## src/sv/aeng_pkg.sv

```systemverilog
// aeng_pkg: shared types and constants for the adaptive EMA noise gate.
// No dependencies; imported by the interfaces and every module of the block.
`timescale 1ns / 1ps
`default_nettype none

package aeng_pkg;

  localparam int SAMPLE_W   = 16;
  localparam int FILT_W     = 32;
  localparam int CFG_DATA_W = 17;
  localparam int CFG_IDX_W  = 2;

  localparam int BASE_W  = 17;
  localparam int MAX_W   = 17;
  localparam int GAIN_W  = 16;
  localparam int FLOOR_W = 15;

  // register indexes on the configuration port
  localparam logic [CFG_IDX_W-1:0] REG_ALPHA_LO   = 2'd0;
  localparam logic [CFG_IDX_W-1:0] REG_ALPHA_HI   = 2'd1;
  localparam logic [CFG_IDX_W-1:0] REG_GAIN       = 2'd2;
  localparam logic [CFG_IDX_W-1:0] REG_GATE_FLOOR = 2'd3;

  localparam logic [BASE_W-1:0]  ALPHA_LO_RST   = 17'd6554;
  localparam logic [MAX_W-1:0]   ALPHA_HI_RST   = 17'd65536;
  localparam logic [GAIN_W-1:0]  GAIN_RST       = 16'd256;
  localparam logic [FLOOR_W-1:0] GATE_FLOOR_RST = 15'd0;

  typedef struct packed {
    logic [BASE_W-1:0]  alpha_lo;
    logic [MAX_W-1:0]   alpha_hi;
    logic [GAIN_W-1:0]  gain;
    logic [FLOOR_W-1:0] gate_floor;
  } cfg_t;

endpackage

`default_nettype wire

```

## src/sv/aeng_if.sv

```systemverilog
// aeng_in_if / aeng_out_if: valid/ready channels carrying one sample item
// and one filtered result item. Depends on aeng_pkg.
`timescale 1ns / 1ps
`default_nettype none

interface aeng_in_if;
  import aeng_pkg::*;
  logic                       valid;
  logic                       ready;
  logic signed [SAMPLE_W-1:0] sample;
  modport source (output valid, output sample, input ready);
  modport sink   (input valid, input sample, output ready);
endinterface

interface aeng_out_if;
  import aeng_pkg::*;
  logic                     valid;
  logic                     ready;
  logic signed [FILT_W-1:0] filtered;
  modport source (output valid, output filtered, input ready);
  modport sink   (input valid, input filtered, output ready);
endinterface

`default_nettype wire

```

## src/sv/aeng_cfg.sv

```systemverilog
// aeng_cfg: configuration register file (alpha floor, alpha ceiling, gain,
// gate threshold). Depends on aeng_pkg.
`timescale 1ns / 1ps
`default_nettype none

module aeng_cfg (
  input  wire                             clk,
  input  wire                             rst_n,
  input  wire                             cfg_we,
  input  wire [aeng_pkg::CFG_IDX_W-1:0]   cfg_idx,
  input  wire [aeng_pkg::CFG_DATA_W-1:0]  cfg_wdata,
  output aeng_pkg::cfg_t                  cfg
);
  import aeng_pkg::*;

  cfg_t cfg_r;

  always_ff @(posedge clk) begin
    if (!rst_n) begin
      cfg_r.alpha_lo   <= ALPHA_LO_RST;
      cfg_r.alpha_hi   <= ALPHA_HI_RST;
      cfg_r.gain       <= GAIN_RST;
      cfg_r.gate_floor <= GATE_FLOOR_RST;
    end else if (cfg_we) begin
      case (cfg_idx)
        REG_ALPHA_LO:   cfg_r.alpha_lo   <= cfg_wdata[BASE_W-1:0];
        REG_ALPHA_HI:   cfg_r.alpha_hi   <= cfg_wdata[MAX_W-1:0];
        REG_GAIN:       cfg_r.gain       <= cfg_wdata[GAIN_W-1:0];
        REG_GATE_FLOOR: cfg_r.gate_floor <= cfg_wdata[FLOOR_W-1:0];
        default: ;
      endcase
    end
  end

  assign cfg = cfg_r;

endmodule

`default_nettype wire

```

## src/sv/aeng_mul.sv

```systemverilog
// aeng_mul: shared signed multiplier with a registered product, used once for
// gain*|diff| and once for diff*alpha per item. Depends on aeng_pkg.
`timescale 1ns / 1ps
`default_nettype none

module aeng_mul #(
  parameter int A_W = 34,
  parameter int B_W = 18
) (
  input  wire                         clk,
  input  wire                         en,
  input  wire  signed [A_W-1:0]       a,
  input  wire  signed [B_W-1:0]       b,
  output logic signed [A_W+B_W-1:0]   p
);
  import aeng_pkg::*;

  logic signed [A_W+B_W-1:0] p_r;

  always_ff @(posedge clk) begin
    if (en) begin
      p_r <= (A_W+B_W)'(a) * (A_W+B_W)'(b);
    end
  end

  assign p = p_r;

endmodule

`default_nettype wire

```

## src/sv/adaptive_ema_noise_gate.sv

```systemverilog
// adaptive_ema_noise_gate: top level with the item sequencer, filter state
// and output register. Depends on aeng_pkg, aeng_if, aeng_cfg, aeng_mul.
`timescale 1ns / 1ps
`default_nettype none

// Adaptive EMA with noise gate. Each accepted sample item updates a Q16.16
// filtered value and produces exactly one result item. An item passes through the
// steps accept, difference, gain multiply, alpha clamp, step multiply, update.
// Both multiplies go through the single shared multiplier; in_ch.ready is high
// only in the idle state. The result sits in an output register, so the next
// item can be accepted while the previous result waits; the update stalls only
// if a result is still unclaimed when the next one is ready. Configuration
// writes take effect on the next item and are to be made while the block is
// idle.
module adaptive_ema_noise_gate #(
  parameter int GAIN_SHIFT      = 8,
  parameter int ALPHA_FRAC_BITS = 16
) (
  input  wire                             clk,
  input  wire                             rst_n,
  input  wire                             cfg_we,
  input  wire [aeng_pkg::CFG_IDX_W-1:0]   cfg_idx,
  input  wire [aeng_pkg::CFG_DATA_W-1:0]  cfg_wdata,
  aeng_in_if.sink                         in_ch,
  aeng_out_if.source                      out_ch
);
  import aeng_pkg::*;

  localparam int AW    = (ALPHA_FRAC_BITS + 1 > BASE_W) ? ALPHA_FRAC_BITS + 1 : BASE_W;
  localparam int DW    = FILT_W + 1;   // signed difference
  localparam int MA_W  = DW + 1;       // multiplier operand A
  localparam int MB_W  = AW + 1;       // multiplier operand B
  localparam int PW    = MA_W + MB_W;
  localparam int TSH   = GAIN_SHIFT + 16;
  localparam logic [AW-1:0] ONE = AW'(1) << ALPHA_FRAC_BITS;

  typedef enum logic [2:0] {
    ST_IDLE, ST_DIFF, ST_GAIN, ST_ALPHA, ST_STEP, ST_UPD
  } state_t;

  cfg_t cfg;

  aeng_cfg u_cfg (
    .clk       (clk),
    .rst_n     (rst_n),
    .cfg_we    (cfg_we),
    .cfg_idx   (cfg_idx),
    .cfg_wdata (cfg_wdata),
    .cfg       (cfg)
  );

  state_t                    state_r;
  logic                      out_valid_r;
  logic signed [SAMPLE_W-1:0] s_r;
  logic signed [DW-1:0]      d_r;
  logic        [DW-1:0]      diff_r;
  logic        [AW-1:0]      alpha_r;
  logic signed [FILT_W-1:0]  f_r;

  // shared multiplier
  logic                      mul_en;
  logic signed [MA_W-1:0]    mul_a;
  logic signed [MB_W-1:0]    mul_b;
  logic signed [PW-1:0]      mul_p;

  always_comb begin
    mul_en = (state_r == ST_GAIN) || (state_r == ST_STEP);
    if (state_r == ST_GAIN) begin
      mul_a = signed'({1'b0, diff_r});
      mul_b = signed'(MB_W'(cfg.gain));
    end else begin
      mul_a = MA_W'(d_r);
      mul_b = signed'({1'b0, alpha_r});
    end
  end

  aeng_mul #(.A_W(MA_W), .B_W(MB_W)) u_mul (
    .clk (clk),
    .en  (mul_en),
    .a   (mul_a),
    .b   (mul_b),
    .p   (mul_p)
  );

  // difference stage: noise gate, then S - f and f - S in parallel
  logic [SAMPLE_W-1:0]        s_mag;
  logic [FILT_W-1:0]          f_mag;
  logic                       gate;
  logic signed [SAMPLE_W-1:0] s_g;
  logic signed [DW-1:0]       s_ext;
  logic signed [DW-1:0]       f_ext;
  logic signed [DW-1:0]       d_nxt;
  logic signed [DW-1:0]       nd;
  logic        [DW-1:0]       diff_nxt;

  always_comb begin
    s_mag = s_r[SAMPLE_W-1] ? SAMPLE_W'(-s_r) : SAMPLE_W'(s_r);
    f_mag = f_r[FILT_W-1] ? FILT_W'(-f_r) : FILT_W'(f_r);
    gate  = (s_mag < SAMPLE_W'(cfg.gate_floor)) &&
            (f_mag < FILT_W'({cfg.gate_floor, 16'd0}));
    s_g   = gate ? '0 : s_r;
    s_ext = DW'(signed'({s_g, 16'd0}));
    f_ext = DW'(f_r);
    d_nxt = s_ext - f_ext;
    nd    = f_ext - s_ext;
    diff_nxt = d_nxt[DW-1] ? $unsigned(nd) : $unsigned(d_nxt);
  end

  // alpha stage: base + gain term, clamp to max then up to base
  logic [AW-1:0] lo;
  logic [AW-1:0] hi;
  logic [PW:0]   a_sum;
  logic [AW-1:0] a_min;
  logic [AW-1:0] alpha_nxt;

  always_comb begin
    lo    = (AW'(cfg.alpha_lo) > ONE) ? ONE : AW'(cfg.alpha_lo);
    hi    = (AW'(cfg.alpha_hi) > ONE) ? ONE : AW'(cfg.alpha_hi);
    a_sum = (PW+1)'(lo) + (PW+1)'($unsigned(mul_p) >> TSH);
    a_min = (a_sum > (PW+1)'(hi)) ? hi : a_sum[AW-1:0];
    alpha_nxt = (a_min < lo) ? lo : a_min;
  end

  // update stage: floor(d*alpha / ONE) via arithmetic shift
  logic signed [PW-1:0]     delta;
  logic signed [FILT_W-1:0] f_nxt;
  logic                     upd_go;

  always_comb begin
    delta  = mul_p >>> ALPHA_FRAC_BITS;
    f_nxt  = f_r + delta[FILT_W-1:0];
    upd_go = (state_r == ST_UPD) && (!out_valid_r || out_ch.ready);
  end

  always_ff @(posedge clk) begin
    if (!rst_n) begin
      state_r     <= ST_IDLE;
      out_valid_r <= 1'b0;
      f_r         <= '0;
      s_r         <= '0;
      d_r         <= '0;
      diff_r      <= '0;
      alpha_r     <= '0;
    end else begin
      // a result taken in the same cycle as the update is replaced below
      if (out_valid_r && out_ch.ready && !upd_go) begin
        out_valid_r <= 1'b0;
      end
      case (state_r)
        ST_IDLE: begin
          if (in_ch.valid) begin
            s_r     <= in_ch.sample;
            state_r <= ST_DIFF;
          end
        end
        ST_DIFF: begin
          d_r     <= d_nxt;
          diff_r  <= diff_nxt;
          state_r <= ST_GAIN;
        end
        ST_GAIN:  state_r <= ST_ALPHA;
        ST_ALPHA: begin
          alpha_r <= alpha_nxt;
          state_r <= ST_STEP;
        end
        ST_STEP:  state_r <= ST_UPD;
        ST_UPD: begin
          if (upd_go) begin
            f_r         <= f_nxt;
            out_valid_r <= 1'b1;
            state_r     <= ST_IDLE;
          end
        end
        default: state_r <= ST_IDLE;
      endcase
    end
  end

  assign in_ch.ready     = (state_r == ST_IDLE);
  assign out_ch.valid    = out_valid_r;
  assign out_ch.filtered = f_r;

  // an accepted item always moves on to the difference stage
  a_accept_to_diff: assert property (@(posedge clk) disable iff (!rst_n)
    (in_ch.valid && in_ch.ready) |=> (state_r == ST_DIFF))
    else $error("accepted item did not enter difference stage");

  // a new result only appears out of the update stage
  a_result_from_upd: assert property (@(posedge clk) disable iff (!rst_n)
    $rose(out_valid_r) |-> $past(state_r == ST_UPD))
    else $error("result raised outside update stage");

  // filter state only changes on an update
  a_state_on_upd: assert property (@(posedge clk) disable iff (!rst_n)
    !$stable(f_r) |-> ($past(state_r == ST_UPD) || $past(!rst_n)))
    else $error("filtered value changed outside update");

  // the clamped smoothing factor never exceeds one
  a_alpha_le_one: assert property (@(posedge clk) disable iff (!rst_n)
    (state_r == ST_STEP) |-> (alpha_r <= ONE))
    else $error("alpha above one");

  // an update never overwrites a result that has not been taken
  a_no_overwrite: assert property (@(posedge clk) disable iff (!rst_n)
    (state_r == ST_UPD && out_valid_r && !out_ch.ready) |=> (state_r == ST_UPD))
    else $error("update left while result pending");

endmodule

`default_nettype wire

```

## src/flat_wrapper.sv

```systemverilog
// flat-port wrapper written by rule: the top's interface ports become plain ports
module adaptive_ema_noise_gate_flat import aeng_pkg::*;
#(
  parameter int GAIN_SHIFT      = 8,
  parameter int ALPHA_FRAC_BITS = 16
)
  (clk, rst_n, cfg_we, cfg_idx, cfg_wdata, in_ch_valid, in_ch_sample, in_ch_ready, out_ch_valid, out_ch_filtered, out_ch_ready);
  aeng_in_if in_ch_i ();
  aeng_out_if out_ch_i ();
  input  wire clk;
  input  wire rst_n;
  input  wire cfg_we;
  input  wire [aeng_pkg::CFG_IDX_W-1:0] cfg_idx;
  input  wire [aeng_pkg::CFG_DATA_W-1:0] cfg_wdata;
  input wire logic [$bits(in_ch_i.valid)-1:0] in_ch_valid;
  input wire logic [$bits(in_ch_i.sample)-1:0] in_ch_sample;
  output wire logic [$bits(in_ch_i.ready)-1:0] in_ch_ready;
  output wire logic [$bits(out_ch_i.valid)-1:0] out_ch_valid;
  output wire logic [$bits(out_ch_i.filtered)-1:0] out_ch_filtered;
  input wire logic [$bits(out_ch_i.ready)-1:0] out_ch_ready;
  assign in_ch_i.valid = in_ch_valid;
  assign in_ch_i.sample = in_ch_sample;
  assign in_ch_ready = in_ch_i.ready;
  assign out_ch_valid = out_ch_i.valid;
  assign out_ch_filtered = out_ch_i.filtered;
  assign out_ch_i.ready = out_ch_ready;
  adaptive_ema_noise_gate #(.GAIN_SHIFT(GAIN_SHIFT), .ALPHA_FRAC_BITS(ALPHA_FRAC_BITS)) u_core (.clk(clk), .rst_n(rst_n), .cfg_we(cfg_we), .cfg_idx(cfg_idx), .cfg_wdata(cfg_wdata), .in_ch(in_ch_i), .out_ch(out_ch_i));
endmodule
```

## config.mk

```make
export PLATFORM = sky130hd
export DESIGN_NAME = adaptive_ema_noise_gate_flat
export DESIGN_NICKNAME = d
export VERILOG_FILES = /design/src/sv/aeng_pkg.sv /design/src/sv/aeng_if.sv /design/src/sv/aeng_cfg.sv /design/src/sv/aeng_mul.sv /design/src/sv/adaptive_ema_noise_gate.sv /design/src/flat_wrapper.sv
export SDC_FILE = /design/constraint.sdc
export NUM_CORES = 2
export LEC_CHECK = 0
export BUFFER_PORTS_ARGS = -buffer_cell sky130_fd_sc_hd__buf_2
export CORE_ASPECT_RATIO = 1.25
export CORE_MARGIN = 1
export CORE_UTILIZATION = 60
export CTS_BUF_LIST = sky130_fd_sc_hd__clkbuf_4 sky130_fd_sc_hd__clkbuf_8
export CTS_CLUSTER_DIAMETER = 200
export CTS_CLUSTER_SIZE = 8
export DETAILED_ROUTE_END_ITERATION = 12
export PLACE_DENSITY = 0.88
export SLEW_MARGIN = 20
export SYNTH_ARGS = -nofsm -noshare
export SYNTH_HDL_FRONTEND = slang
export SYNTH_SLANG_ARGS = --single-unit
```

## constraint.sdc

```tcl
create_clock -name clk -period 20 [get_ports clk]
set_input_delay 2 -clock clk [delete_from_list [all_inputs] [get_ports clk]]
set_output_delay 2 -clock clk [all_outputs]
set_load 0.005 [all_outputs]
```

==> flow_summary_export.csv <==
group,metric,value,unit
status,status,"completed",
grt,grt_pass1_wl,163000,um
clock_tree,clkTransAtPathRegs,0.06,ns
pwr,powerDensity,43.0,nW/um2
synth,ys_async_sr_fraction,0,%
timing,worstMarginPinSlew,1.13,ns
floorplan,initial_core_util,60.8,%
grt,gr-total-overflow,0,
detailed_routing,viasPerCell,6.02,
clock_tree,cts_resized,0,
floorplan,core-area,57400,um2
floorplan,dieArea,59100,um2
layout,fill_cells,4751,
synth,yosysUniqueCellTypes,81,
pwr,swShare,41.5,%
worst_setup_path,endpoint_kind,"flop",
timing,rsz0062_at_grt,"false",
worst_hold_path,whs_path_depth,2,
worst_setup_path,path_max_fanout,35,
synth,ys_warn_count,0,
synth,syn_avg_cell_area,8.22,um2
detailed_routing,drt_iter0_drc,2387,
timing,post-route-period-util,48.0,%
timing,holdWs,0.458,ns
clock_tree,cts_hold_buf,0,
detailed_routing,postRouteAntennaNets,0,
clock_tree,clockBufferDepth,3,
timing,finalSetupTns,0,ns
synth,yosys.area.top_type,"fa_1",
timing,worst_slack,10.39,ns
place,gp_congestion,0.990,
worst_setup_path,critPathSlowestCell,"a2111oi_0",
timing,maxSlewHeadroom,23.2,%
synth,synth_area_leaders,"fa_1 32%, dfxtp_1 11%, nand2_1 9.8%",
worst_setup_path,critPathTopFamily,"compound AO/OA/AOI/OAI gates",
place,dp_slack,10.78,ns
floorplan,fp.dieW,218,um
pwr,p_seq_share,36.6,%
grt,grt_max_degree,97,
pwr,internal-power,0.914,mW
synth,synth.top_cell.area_share,31.7,%
detailed_routing,vias,29800,
place,portBuffers,73,
synth,syn_nets,5097,
synth,synth_edf_count,36,
detailed_routing,wl_per_cell,20.6,um
worst_setup_path,cpPeakStageDelay,0.93,ns
grt,grt_usage,35.7,%
floorplan,die_y,272,um
layout,register_area,5060,um2
pwr,p_leak,16.6,nW
clock_tree,cts_tree,"yes",
worst_setup_path,cp-start-kind,"flop",
flow_run,cap_viol_max_count,0,
worst_hold_path,hold_class,"reg2reg",
detailed_routing,wl,102000,um
pwr,p_switching,0.649,mW
worst_setup_path,crit_cells,29,
place,dp_hpwl,80500,um
worst_setup_path,critPathKind,"reg2reg",
detailed_routing,remaining_drc_errors,0,
clock_tree,root_buffer,"clkbuf_8",
synth,synthTopCellsByCount,"909 x nand2_1, 651 x inv_1, 552 x fa_1",
timing,drv_slew,0,
clock_tree,cts_inserted_buffers,35,
layout,final_util,63.3,%
pwr,ir_drop,0.0000675,V
layout,drive_above_1_share,5.01,%
detailed_routing,firstDrtPassIters,6,
layout,multi_input_area,26600,um2
pwr,combPwrFrac,38.8,%
timing,hold_viol_final,0,
floorplan,std_cell_rows,98,
timing,fmax,104,MHz
layout,fin_nets,5036,
worst_setup_path,r2r_slack,10.39,ns
layout,area_delta_synth_final,4.13,%
synth,synth_area,34900,um2
worst_setup_path,worstPathRequired,20.43,ns
timing,fin_skew,0.0748,ns
synth,netlist_instances,4244,
timing,min_period,9.61,ns
pwr,p_clk_share,24.6,%
grt,antenna_found_initial,3,
clock_tree,clock_latency,0.65,ns
floorplan,pin_count,74,
timing,finalSetupViolCount,0,
pwr,power,1.56,mW
worst_setup_path,rr_worst_depth,29,
grt,grt_pass1_vias,31200,
clock_tree,cts_sinks,235,
synth,yosysMostFrequentCell,"nand2_1",
synth,ys_seq_area_share,14.5,%
clock_tree,post_cts_buffers,0,
clock_tree,htree_levels,2,
synth,ys_ff_latch,235,
worst_setup_path,worstPathArrival,10.04,ns
synth,synth-main-ff-cell,"dfxtp_1",
worst_setup_path,cp_num_buf_inv,2,
-- worst register-to-register path, delay by kind of cell, from the launching register on --
family | cells | cell delay (ns)
DFF | 1 | 0.35
buffers and inverters | 2 | 0.51
xor gates and xnor gates | 2 | 0.31
adders and majority gates | 3 | 0.91
AOI/OAI and AO/OA | 11 | 3.84
muxes | 1 | 0.28
and+or+nand+nor | 10 | 3.22
-- kinds of logic (layout without fill, tap and decap cells) --
family | Yosys count | count (layout) | synth area share, %
buf+inv | 860 | 809 | 9.32
compound gates | 623 | 623 | 11.1
fa+ha+maj | 813 | 813 | 41.0
simple gates | 1499 | 1499 | 18.5
mux | 54 | 54 | 1.55
other cells | 0 | 4 | 0
xor+xnor | 160 | 160 | 4.02
flops | 235 | 235 | 14.5
-- final timing paths --
path / startpoint / end
setup / recovery: u_core.out_ch.filtered[1] / u_core.diff_r[18]
hold / removal: u_core.u_cfg.cfg[10] / u_core.u_cfg.cfg[10]
setup reg to reg: u_core.out_ch.filtered[1] / u_core.diff_r[18]
hold reg to reg: u_core.u_cfg.cfg[10] / u_core.u_cfg.cfg[10]
-- per-layer routing --
metal / wire [um] / track usage (%) / vias up
met3: 8410 / 6.90 / 579
met5: 29 / 0 / -
met1: 34300 / 38.5 / 14400
met4: 10500 / 31.5 / 4
met2: 48800 / 59.6 / 1448
li1: - / - / 13300
-- sequential cells by signal, indices dropped and copies added, names as in the netlist --
signal / count
u_core.d_r: 32
u_core.out_ch.filtered: 32
u_core.alpha_r: 17
u_core.diff_r: 33
u_core.s_r: 16
u_core.state_r: 3
u_core.u_cfg.cfg: 65
u_core.out_ch.valid: 1
u_core.u_mul.p: 36
-- cells in the final DEF, fill, tap and decap left out, drive strengths merged, types with 33 or more instances in the layout --
cell type / netlist / layout
a21o: 46 / 46
a21oi: 281 / 281
and2: 41 / 41
and3: 59 / 59
buf: 19 / 109
clkbuf: 188 / 45
dfxtp: 199 / 199
edfxtp: 36 / 36
fa: 552 / 552
ha: 261 / 261
inv: 651 / 653
mux2i: 53 / 53
nand2: 910 / 910
nand3: 68 / 68
nor2: 244 / 244
nor3: 33 / 33
o21ai: 104 / 104
xnor2: 113 / 113
xor2: 47 / 47
-- metrics by stage --
| step | area [um2] | cells |
|---|---|---|
| global placement | 35700 | 4896 |
| floorplan | 34900 | 4244 |
| detailed placement | 35700 | 4896 |
| CTS | 36300 | 4943 |
| finish | 36300 | 4947 |
| global route | 36300 | 4944 |
-- cell type report --
cell class / count / area share [%]
antenna: 4 / 0.0275
clock buffer: 45 / 1.57
clock inverter: 2 / 0.0516
inverter: 653 / 6.75
multi-input combinational: 3149 / 73.3
sequential: 235 / 13.9
tap: 750 / 2.58
timing repair buffer: 109 / 1.75
-- power by group through the flow --
stage | Combinational (mW) | Clock [mW] | Sequential (mW)
floorplan | 0.458 | 0 | 0.546
global placement | 0.576 | 0 | 0.576
detailed placement | 0.589 | 0 | 0.576
CTS | 0.593 | 0.387 | 0.567
global route | 0.662 | 0.404 | 0.572
finish | 0.607 | 0.385 | 0.572
Note: power is estimated with default switching activity, not from simulation.
